--- src/hdl/rbps_pkg.sv ---
// ----------------------------------------------------------------------------
// rbps_pkg
// Shared types, codes and defaults for the ready/blocked process scheduler.
// ----------------------------------------------------------------------------
package rbps_pkg;

  // Default sizes of the queues and of the process identifiers.
  localparam int QueueDepthDef = 16;
  localparam int IdBitsDef     = 16;

  // Fixed widths of the request and result fields.
  localparam int ReqW    = 3;
  localparam int PidW    = 16;
  localparam int StatusW = 2;

  // Request codes.
  localparam logic [ReqW-1:0] REQ_CREATE    = 3'd0;
  localparam logic [ReqW-1:0] REQ_TERMINATE = 3'd1;
  localparam logic [ReqW-1:0] REQ_BLOCK     = 3'd2;
  localparam logic [ReqW-1:0] REQ_WAKE      = 3'd3;
  localparam logic [ReqW-1:0] REQ_QUERY     = 3'd4;

  // Status codes of a result.
  typedef enum logic [StatusW-1:0] {
    ST_OK      = 2'd0,
    ST_ABSENT  = 2'd1,
    ST_FULL    = 2'd2,
    ST_IGNORED = 2'd3
  } status_e;

  // Sequencer states.
  typedef enum logic [2:0] {
    S_IDLE,
    S_EXEC,
    S_POP,
    S_SCMP,
    S_SHIFT,
    S_RESP
  } state_e;

endpackage

--- src/hdl/ready_blocked_process_scheduler_unit.sv ---
// ----------------------------------------------------------------------------
// ready_blocked_process_scheduler_unit
// Single-processor scheduler with a FIFO ready queue and an ordered blocked
// list, both held in synchronous memories.
// ----------------------------------------------------------------------------
// Sequence: a request passes from S_EXEC to S_RESP, where done_o strobes; a
// promotion from the ready queue on terminate or block adds S_POP between them.
// Wake searches the blocked list in S_SCMP, comparing one entry per cycle, and
// when it finds the identifier and the ready queue can take the running process
// the tail of the list shifts down one per cycle in S_SHIFT; a full ready queue
// or an absent identifier ends the wake at S_RESP without the shift.
// A new request is taken in the cycle after the strobe (busy_o low); the receiver cannot stall.
// Reset empties both queues and leaves the block idle.
module ready_blocked_process_scheduler_unit
  import rbps_pkg::*;
#(
  parameter int QUEUE_DEPTH = QueueDepthDef,
  parameter int ID_BITS     = IdBitsDef
) (
  input  logic               clk_i,
  input  logic               rst_ni,
  input  logic               start_i,
  output logic               busy_o,
  input  logic [ReqW-1:0]    req_type_i,
  input  logic [PidW-1:0]    proc_id_i,
  output logic               done_o,
  output logic [PidW-1:0]    new_id_o,
  output logic               is_running_o,
  output logic               busy_res_o,
  output logic [PidW-1:0]    current_id_o,
  output logic [StatusW-1:0] status_o
);

  localparam int PW = $clog2(QUEUE_DEPTH);
  localparam int CW = $clog2(QUEUE_DEPTH + 1);

  // Control state.
  state_e             state_q, state_d;
  logic [ID_BITS-1:0] id_cnt_q, id_cnt_d;
  logic [ID_BITS-1:0] run_q, run_d;
  logic               run_vld_q, run_vld_d;
  logic [PW-1:0]      head_q, head_d;
  logic [PW-1:0]      tail_q, tail_d;
  logic [CW-1:0]      rq_cnt_q, rq_cnt_d;
  logic [CW-1:0]      bl_cnt_q, bl_cnt_d;
  logic [CW-1:0]      idx_q, idx_d;

  // Request and result payload.
  logic [ReqW-1:0]    req_q, req_d;
  logic [ID_BITS-1:0] pid_q, pid_d;
  logic [PidW-1:0]    new_id_q, new_id_d;
  logic               is_run_q, is_run_d;
  status_e            status_q, status_d;

  // Memory ports.
  logic [ID_BITS-1:0] ready_mem [QUEUE_DEPTH];
  logic [ID_BITS-1:0] blk_mem   [QUEUE_DEPTH];
  logic [ID_BITS-1:0] ready_rd_q, blk_rd_q;
  logic               ready_we, blk_we;
  logic [PW-1:0]      ready_wa, blk_wa, blk_ra;
  logic [ID_BITS-1:0] ready_wd, blk_wd;

  logic               accept;
  logic [CW-1:0]      idx_inc, idx_inc2;
  logic [ID_BITS-1:0] id_next;
  logic               rq_full, bl_full, found;
  logic [PW-1:0]      tail_inc, head_inc;

  assign accept   = start_i && (state_q == S_IDLE);
  assign idx_inc  = idx_q + CW'(1);
  assign idx_inc2 = idx_q + CW'(2);
  assign id_next  = id_cnt_q + ID_BITS'(1);
  assign rq_full  = (rq_cnt_q == CW'(QUEUE_DEPTH));
  assign bl_full  = (bl_cnt_q == CW'(QUEUE_DEPTH));
  assign found    = (blk_rd_q == pid_q);
  assign tail_inc = (tail_q == PW'(QUEUE_DEPTH - 1)) ? '0 : tail_q + PW'(1);
  assign head_inc = (head_q == PW'(QUEUE_DEPTH - 1)) ? '0 : head_q + PW'(1);

  // Next-state logic of the sequencer.
  always_comb begin
    state_d = state_q;
    unique case (state_q)
      S_IDLE: begin
        if (start_i) state_d = S_EXEC;
      end
      S_EXEC: begin
        state_d = S_RESP;
        if (req_q == REQ_TERMINATE) begin
          if (rq_cnt_q != '0) state_d = S_POP;
        end else if (req_q == REQ_BLOCK) begin
          if (run_vld_q && !bl_full && (rq_cnt_q != '0)) state_d = S_POP;
        end else if (req_q == REQ_WAKE) begin
          if (bl_cnt_q != '0) state_d = S_SCMP;
        end
      end
      S_POP: state_d = S_RESP;
      S_SCMP: begin
        if (found) begin
          if (!(run_vld_q && rq_full) && (idx_inc < bl_cnt_q)) state_d = S_SHIFT;
          else state_d = S_RESP;
        end else if (idx_inc >= bl_cnt_q) begin
          state_d = S_RESP;
        end
      end
      S_SHIFT: begin
        if (idx_inc >= bl_cnt_q) state_d = S_RESP;
      end
      S_RESP: state_d = S_IDLE;
      default: state_d = S_IDLE;
    endcase
  end

  // Datapath and memory control for each state.
  always_comb begin
    id_cnt_d  = id_cnt_q;
    run_d     = run_q;
    run_vld_d = run_vld_q;
    head_d    = head_q;
    tail_d    = tail_q;
    rq_cnt_d  = rq_cnt_q;
    bl_cnt_d  = bl_cnt_q;
    idx_d     = idx_q;
    req_d     = req_q;
    pid_d     = pid_q;
    new_id_d  = new_id_q;
    is_run_d  = is_run_q;
    status_d  = status_q;
    ready_we  = 1'b0;
    ready_wa  = tail_q;
    ready_wd  = run_q;
    blk_we    = 1'b0;
    blk_wa    = idx_q[PW-1:0];
    blk_wd    = blk_rd_q;
    blk_ra    = idx_inc[PW-1:0];
    unique case (state_q)
      S_IDLE: begin
        if (accept) begin
          req_d    = req_type_i;
          pid_d    = ID_BITS'(proc_id_i);
          new_id_d = '0;
          is_run_d = 1'b0;
          status_d = ST_OK;
        end
      end
      S_EXEC: begin
        // Start the blocked-list search at its first entry.
        blk_ra = '0;
        idx_d  = '0;
        unique case (req_q)
          REQ_CREATE: begin
            if (!run_vld_q) begin
              id_cnt_d  = id_next;
              run_d     = id_next;
              run_vld_d = 1'b1;
              new_id_d  = PidW'(id_next);
            end else if (rq_full) begin
              status_d = ST_FULL;
            end else begin
              id_cnt_d = id_next;
              ready_we = 1'b1;
              ready_wd = id_next;
              tail_d   = tail_inc;
              rq_cnt_d = rq_cnt_q + CW'(1);
              new_id_d = PidW'(id_next);
            end
          end
          REQ_TERMINATE: begin
            if (rq_cnt_q == '0) begin
              run_vld_d = 1'b0;
              run_d     = '0;
            end
          end
          REQ_BLOCK: begin
            if (!run_vld_q) begin
              status_d = ST_IGNORED;
            end else if (bl_full) begin
              status_d = ST_FULL;
            end else begin
              blk_we   = 1'b1;
              blk_wa   = bl_cnt_q[PW-1:0];
              blk_wd   = run_q;
              bl_cnt_d = bl_cnt_q + CW'(1);
              if (rq_cnt_q == '0) begin
                run_vld_d = 1'b0;
                run_d     = '0;
              end
            end
          end
          REQ_WAKE: begin
            if (bl_cnt_q == '0) status_d = ST_ABSENT;
          end
          REQ_QUERY: begin
            is_run_d = run_vld_q && (run_q == pid_q);
          end
          default: ;
        endcase
      end
      S_POP: begin
        // Ready head was read at head_q during the previous cycle.
        run_d     = ready_rd_q;
        run_vld_d = 1'b1;
        head_d    = head_inc;
        rq_cnt_d  = rq_cnt_q - CW'(1);
      end
      S_SCMP: begin
        // Compare one entry per cycle while the next one is being read.
        if (found) begin
          if (run_vld_q && rq_full) begin
            status_d = ST_FULL;
          end else begin
            if (run_vld_q) begin
              ready_we = 1'b1;
              ready_wd = run_q;
              tail_d   = tail_inc;
              rq_cnt_d = rq_cnt_q + CW'(1);
            end
            run_d     = pid_q;
            run_vld_d = 1'b1;
            bl_cnt_d  = bl_cnt_q - CW'(1);
          end
        end else begin
          idx_d = idx_inc;
          if (idx_inc >= bl_cnt_q) status_d = ST_ABSENT;
        end
      end
      S_SHIFT: begin
        // Move the following entry down by one place and read the next.
        blk_we = 1'b1;
        blk_ra = idx_inc2[PW-1:0];
        idx_d  = idx_inc;
      end
      S_RESP: ;
      default: ;
    endcase
  end

  // Control registers.
  always_ff @(posedge clk_i or negedge rst_ni) begin
    if (!rst_ni) begin
      state_q   <= S_IDLE;
      id_cnt_q  <= '0;
      run_q     <= '0;
      run_vld_q <= 1'b0;
      head_q    <= '0;
      tail_q    <= '0;
      rq_cnt_q  <= '0;
      bl_cnt_q  <= '0;
      idx_q     <= '0;
    end else begin
      state_q   <= state_d;
      id_cnt_q  <= id_cnt_d;
      run_q     <= run_d;
      run_vld_q <= run_vld_d;
      head_q    <= head_d;
      tail_q    <= tail_d;
      rq_cnt_q  <= rq_cnt_d;
      bl_cnt_q  <= bl_cnt_d;
      idx_q     <= idx_d;
    end
  end

  // Payload registers.
  always_ff @(posedge clk_i) begin
    req_q    <= req_d;
    pid_q    <= pid_d;
    new_id_q <= new_id_d;
    is_run_q <= is_run_d;
    status_q <= status_d;
  end

  // Ready queue memory; the head entry is read every cycle.
  always_ff @(posedge clk_i) begin
    if (ready_we) ready_mem[ready_wa] <= ready_wd;
    ready_rd_q <= ready_mem[head_q];
  end

  // Blocked list memory.
  always_ff @(posedge clk_i) begin
    if (blk_we) blk_mem[blk_wa] <= blk_wd;
    blk_rd_q <= blk_mem[blk_ra];
  end

  // Result ports.
  assign busy_o       = (state_q != S_IDLE);
  assign done_o       = (state_q == S_RESP);
  assign new_id_o     = new_id_q;
  assign is_running_o = is_run_q;
  assign busy_res_o   = run_vld_q;
  assign current_id_o = run_vld_q ? PidW'(run_q) : '0;
  assign status_o     = status_q;

  // The result strobe lasts a single cycle.
  a_done_single : assert property (@(posedge clk_i) disable iff (!rst_ni)
    done_o |=> !done_o)
    else $error("done_o held for more than one cycle");

  // A transfer always starts work in the following cycle.
  a_accept_busy : assert property (@(posedge clk_i) disable iff (!rst_ni)
    (start_i && !busy_o) |=> (busy_o && !done_o))
    else $error("request transfer did not start work");

  // The fill counts never exceed the depth of their stores.
  a_counts : assert property (@(posedge clk_i) disable iff (!rst_ni)
    (rq_cnt_q <= CW'(QUEUE_DEPTH)) && (bl_cnt_q <= CW'(QUEUE_DEPTH)))
    else $error("queue count out of range");

  // An idle processor holds identifier zero.
  a_idle_run : assert property (@(posedge clk_i) disable iff (!rst_ni)
    !run_vld_q |-> (run_q == '0))
    else $error("idle with non-zero running identifier");

endmodule
--- config.mk ---
export PLATFORM = sky130hd
export DESIGN_NAME = ready_blocked_process_scheduler_unit
export DESIGN_NICKNAME = d
export VERILOG_FILES = /design/src/hdl/rbps_pkg.sv /design/src/hdl/ready_blocked_process_scheduler_unit.sv
export SDC_FILE = /design/constraint.sdc
export NUM_CORES = 1
export LEC_CHECK = 0
export ABC_AREA = 0
export BUFFER_PORTS_ARGS = -buffer_cell sky130_fd_sc_hd__buf_2
export CAP_MARGIN = 20
export CORE_MARGIN = 2
export CORE_UTILIZATION = 56
export CTS_CLUSTER_DIAMETER = 30
export DETAILED_ROUTE_END_ITERATION = 8
export GPL_TIMING_DRIVEN = 1
export PLACE_DENSITY = 0.75
export SLEW_MARGIN = 20
export SYNTH_ARGS = -nofsm -noshare
export SYNTH_HDL_FRONTEND = slang
export SYNTH_SLANG_ARGS = --single-unit
export TNS_END_PERCENT = 50
--- constraint.sdc ---
create_clock -name clk_i -period 3.4 [get_ports clk_i]
set_input_delay 0.68 -clock clk_i [delete_from_list [all_inputs] [get_ports clk_i]]
set_output_delay 0.68 -clock clk_i [all_outputs]
set_load 0.02 [all_outputs]
# --- Yosys cells after proc, flatten, opt, wreduce, memory -nomap -nowiden ---
# Memories as Yosys holds them, arrays and structs flattened. A register that Yosys moved wholly into a read port is not among the register bits.
# Cells that the tools add are included.
op_classes:
  n_addsub: 9
  order_cmp: 2
  eq_ne: 41
  muxes: 99
  reduce_logical: 31
ops:
  columns: ["op", "count"]
  rows:
  - ["16-bit 2-to-1 mux", 19]
  - ["16-bit one-hot mux with 3 select lines", 2]
  - ["5-bit 2-to-1 mux", 12]
  - ["4-bit 2-to-1 mux", 12]
  - ["16-bit == test", 2]
  - ["16-bit one-hot mux with 2 select lines", 1]
  - ["3-bit != test (second input constant)", 10]
  - ["5-bit one-hot mux with 3 select lines", 2]
  - ["3-bit 2-to-1 mux", 9]
  - ["1-bit 2-to-1 mux", 22]
  - ["2-bit != test (second input constant)", 11]
  - ["7-bit AND reduction", 3]
  - ["2-bit 2-to-1 mux", 9]
  - ["16-bit by 1-bit adder with 16-bit output (second input constant)", 1]
  - ["4-bit one-hot mux with 2 select lines", 2]
  - ["5-bit by 1-bit adder with 5-bit output (second input constant)", 3]
  - ["3-bit one-hot mux with 5 select lines", 1]
  - ["3-bit by 2-bit == test with 1-bit output (second input constant)", 4]
  - ["2-bit one-hot mux with 3 select lines", 2]
  - ["3-bit nonzero test", 4]
  - ["5-bit == test (second input constant)", 2]
  - ["5-bit logical NOT", 2]
  - ["5-bit one-hot mux with 2 select lines", 1]
  - ["5-bit nonzero test", 2]
  - ["other kinds (23)", 44]
totals:
  register_bits: 97
  ram_bits: 512
  in_bits: 22
  output_inout_bits: 38
  wordCells: 198
  mem_count: 2
memory_table:
  columns: ["memory", "words", "width", "read_ports", "rd_clocked_by_memory_dff", "write_ports", "line_no", "source"]
  rows:
  - ["blk_mem", 16, 16, 1, 1, 1, "ready_blocked_process_scheduler_unit.sv:57", "logic [ID_BITS-1:0] blk_mem [QUEUE_DEPTH];"]
  - ["ready_mem", 16, 16, 1, 1, 1, "ready_blocked_process_scheduler_unit.sv:56", "logic [ID_BITS-1:0] ready_mem [QUEUE_DEPTH];"]

# --- Depth between registers and ports, before layout ---
depth:
  depth_word: 8
  depth_mapped: 12

# --- Worst setup path before layout ---
# OpenSTA, ideal clock, no wires.
synth_timing:
  kind: "reg-to-reg"
  start: "register pid_q[4]"
  end: "memory ready_mem[2][0] (netlist bit), enable pin"
  setup_time_ns: 0.409
  t_arrival_ns: 2.783
  required_ns: 2.991
  path_slack_ns: 0.208
  path_stages_with_launch: 7
  path_buffers: 0
  synth_period_minus_slack_ns: 3.192
  cell_sequence: "edfxtp_1 > xor2_1 > nor4_1 > nand4_1 > o21ai_0 > nand3_1 > nor3_1"
synth_between:
  elab_chain_cells: 5
synth_lines:
  columns: ["item", "line_no", "source"]
  rows:
  - ["start, declared", "ready_blocked_process_scheduler_unit.sv:50", "logic [ID_BITS-1:0] pid_q, pid_d;"]
  - ["start signal, assigned", "ready_blocked_process_scheduler_unit.sv:265", "pid_q <= pid_d;"]
  - ["16-bit == test", "ready_blocked_process_scheduler_unit.sv:75", "assign found = (blk_rd_q == pid_q);"]
  - ["1-bit 2-to-1 mux", "ready_blocked_process_scheduler_unit.sv:207", "if (found) begin"]
  - ["1-bit one-hot mux with 2 select lines", "ready_blocked_process_scheduler_unit.sv:135", "unique case (state_q)"]
  - ["1-bit 2-to-1 mux", "ready_blocked_process_scheduler_unit.sv:273", "if (ready_we) ready_mem[ready_wa] <= ready_wd;"]
  - ["1-bit 2-to-1 mux (implied by the code)", "ready_blocked_process_scheduler_unit.sv:273", null]
  - ["end, declared", "ready_blocked_process_scheduler_unit.sv:56", null]
# No other way between the ends.

# --- Worst setup path after layout ---
layout_timing:
  start: "register idx_q[1]"
  end: "register blk_rd_q[0], read port of blk_mem"
layout_between:
  elab_chain_cells: 2
  word_cells_on_any_way: 3
  cone_classes: "add/sub (2); mux (1)"
layout_lines:
  columns: ["item", "line_no", "source"]
  rows:
  - ["start, declared", "ready_blocked_process_scheduler_unit.sv:46", "logic [CW-1:0] idx_q, idx_d;"]
  - ["start signal, assigned", "ready_blocked_process_scheduler_unit.sv:258", "idx_q <= idx_d;"]
  - ["5-bit by 1-bit adder with 5-bit output or 4-bit by 2-bit adder with 4-bit output (tied branches)", "ready_blocked_process_scheduler_unit.sv:70, ready_blocked_process_scheduler_unit.sv:71", null]
  - ["4-bit one-hot mux with 2 select lines *", "ready_blocked_process_scheduler_unit.sv:135", null]
  - ["end, declared", "ready_blocked_process_scheduler_unit.sv:58", "logic [ID_BITS-1:0] ready_rd_q, blk_rd_q;"]
# Mark *: on every way between the ends. The rest lies on a longest branch, timed or not.
# A chain may end at the register's enable or synchronous reset.

==> results.cfg <==
[die]
ioPinCount = 60
row_count = 79
coreArea_sq_um = 46800
start_util_pct = 57.0
die-area_sq_um = 49300
die_h_um = 222
die_x_um = 222

[placement]
placed_cells = 2375
place_congestion = 0.926
dp_hpwl_um = 39800
placed_area_sq_um = 28000
portBuffers = 59

[synthesis]
synth_top_family_by_area = multiplexers
synth_cell_type_count = 79
async_reset_ff_share_pct = 9.20
ys_ff_latch = 641
syn-cell-area_sq_um = 26600
synth_top_area_cell = edfxtp_1
synth.most_common_cell = edfxtp_1
synthSimpleGateAreaFrac_pct = 8.26
syn-num-nets = 1760
synth_cells = 1717
synth_compound_area_share_pct = 6.17
synth-xor-area-share_pct = 2.50
synth_top_area_share_pct = 62.0
seq_area_frac_synth_pct = 70.0
synth.avg_cell_area_sq_um = 15.5
ys_top_cells_by_count = edfxtp_1 (550), nand2_1 (244), mux4_2 (80), nor2_1 (69), dfrtp_1 (59)
synth_mux_area_share_pct = 10.0
synth_area_leaders = edfxtp_1 (62%), mux4_2 (6.8%), dfrtp_1 (5.5%)
ys.flop_type = edfxtp_1
yosysWarnings = 0
synth_edf_count = 550
synth-adder-area-share_pct = 1.04

[critical_path]
crit_path_end_kind = register
arrival_ns = 3.62
r2r_end = blk_rd_q[0]
r2r_cells = 8
crit_fanout = 46
rrSetupSlack_ns = 0.31
critPathKind = reg2reg
r2r-start = idx_q[1]
cp-start-kind = register
cp.required_ns = 3.93

[cells_and_area]
stdcell_count = 2582
area_growth_pct = 20.1
diodes = 0
fin_nets = 1922
postLayoutCellArea_sq_um = 32000
layout-drive-gt1-share_pct = 24.9

[clocking]
insertion_delay_ns = 0.67
clkTransAtPathRegs_ns = 0.06
cts_htree_levels = 3
cts_sinks = 641
cts.path.max_buffers = 3
holdBufCountCts = 0
cts_resized = 0
root_buffer = clkbuf_16
numCtsBuffers = 108
cts_tree = yes
post_cts_buffers = 0

[pwr]
p_total_mw = 31.6
power.density_nw_per_um2 = 989
peakVddDrop_uv = 616
power.leakage_nw = 11.3

[route]
dr_total_vias = 16400
firstDrtPassIters = 6
drt-total-wl_um = 67800
wire_per_inst_um = 26.3
drt_iter0_drc = 2208
drc = 0
vias_per_cell = 6.36
ant_nets = 0

[timing]
slew_headroom_pct = 27.7
skew_ns = 0.0413
worst_pin_slew_ns = 1.08
fin_setup_tns_ns = 0
drv_slew = 0
period_share_pct = 90.8
period_needed_ns = 3.09
rsz0062_at_grt = false
finalHoldViolCount = 0
whs_ns = 0.0338
fmax_mhz = 324
setup_violations = 0

[hold_path]
hp-class = in2async

[grt]
grt_overflow_total = 0
grt_pass1_wl_um = 102000
grt_max_degree = 69
antenna_found_initial = 2
grt_pass1_vias = 16500
grtUsageTotal_pct = 27.7

[outcome]
status = completed

[flow_run]
maxCapViolCount = 0
## per-stage QoR
step                      setup WS (ns)  utilization (%)
final                             0.311             68.4
after global routing              0.127             68.4
after CTS                         0.334             68.4
after detailed placement          0.386             59.9
after global placement            0.544             59.9
after floorplan                   0.208                -
## placed cells by master (no fill, tap or decap), types with 11 or more instances in the layout
master / Yosys / final
nand4_1: 26 / 26
and3_1: 14 / 14
mux4_2: 80 / 80
a21oi_1: 50 / 50
nor3_1: 18 / 15
clkinv_1: 0 / 12
o21ai_0: 44 / 44
o22ai_1: 20 / 20
bufinv_16: 0 / 21
inv_1: 21 / 21
clkbuf_16: 0 / 112
edfxtp_1: 550 / 550
nand3_1: 45 / 45
a32oi_1: 17 / 17
nand2_1: 244 / 244
mux2_2: 27 / 27
a32o_1: 30 / 30
o31ai_1: 17 / 17
inv_6: 0 / 17
xnor2_1: 41 / 41
dfrtp_1: 59 / 56
xor2_1: 35 / 35
buf_4: 6 / 80
nor2_1: 69 / 60
mux2i_1: 42 / 42
ha_1: 19 / 19
clkinv_2: 0 / 11
and2_1: 21 / 21
dfxtp_1: 32 / 32
buf_2: 35 / 58
## worst max-delay path: stages, from the launching register on
cell and delay, ns:
dfrtp_1 0.43, ha_1 0.28, xor2_1 0.17, a21boi_1 0.22
nor2_4 0.85, buf_4 0.36, nand2_1 0.10, a32o_1 0.27
o31ai_1 0.26
## how the worst max path moves through the flow
stage,start,to
2_1_floorplan,pid_q[4],ready_mem[2][0]
3_3_place_gp,idx_q[1],blk_rd_q[1]
3_5_place_dp,idx_q[1],blk_rd_q[0]
4_1_cts,pid_q[4],ready_mem[1][2]
5_1_grt,idx_q[1],blk_rd_q[0]
6_report,idx_q[1],blk_rd_q[0]
## metal layers
| layer | GRT usage [%] | wire, um | vias to the layer above |
|---|---|---|---|
| met5 | 0 | 0 | - |
| met3 | 5.46 | 5770 | 169 |
| met4 | 10.3 | 2160 | 0 |
| li1 | - | - | 6976 |
| met2 | 45.7 | 33700 | 959 |
| met1 | 36.8 | 26200 | 8319 |
## where the power goes
part	total, mW	internal, mW	leakage (nW)	switching (mW)
sequential	10.9	10.2	6.00	0.746
combinational	8.94	3.27	3.35	5.67
clock	11.8	7.73	1.93	4.04
total	31.6	21.2	11.3	10.5
## registers in the layout, summed over array words and instances (netlist names), 5 cells and up
register,cells
idx_q,5
ready_mem,256
blk_rd_q,16
blk_mem,256
ready_rd_q,16
bl_cnt_q,5
pid_q,16
run_q,16
id_cnt_q,16
new_id_o,16
rq_cnt_q,5
## cell type report
class / count / area, sq um
tap: 607 / 759
timing repair buffer: 144 / 1010
sequential: 641 / 18600
fill: 2857 / 14800
inverter: 22 / 82.6
clock inverter: 86 / 1130
multi-input combinational: 962 / 7520
clock buffer: 120 / 2850
## logic make-up (layout without fill, tap and decap cells)
family                   count (synthesis)  count (layout)
AO/OA/AOI/OAI                          231             231
XOR/XNOR                                76              76
adder cells (fa/ha/maj)                 21              21
buffers and inverters                  114             372
flip-flops                             641             641
multiplexers                           159             159
AND/OR/NAND/NOR                        475             475
Note: power is estimated with default switching activity, not from simulation.
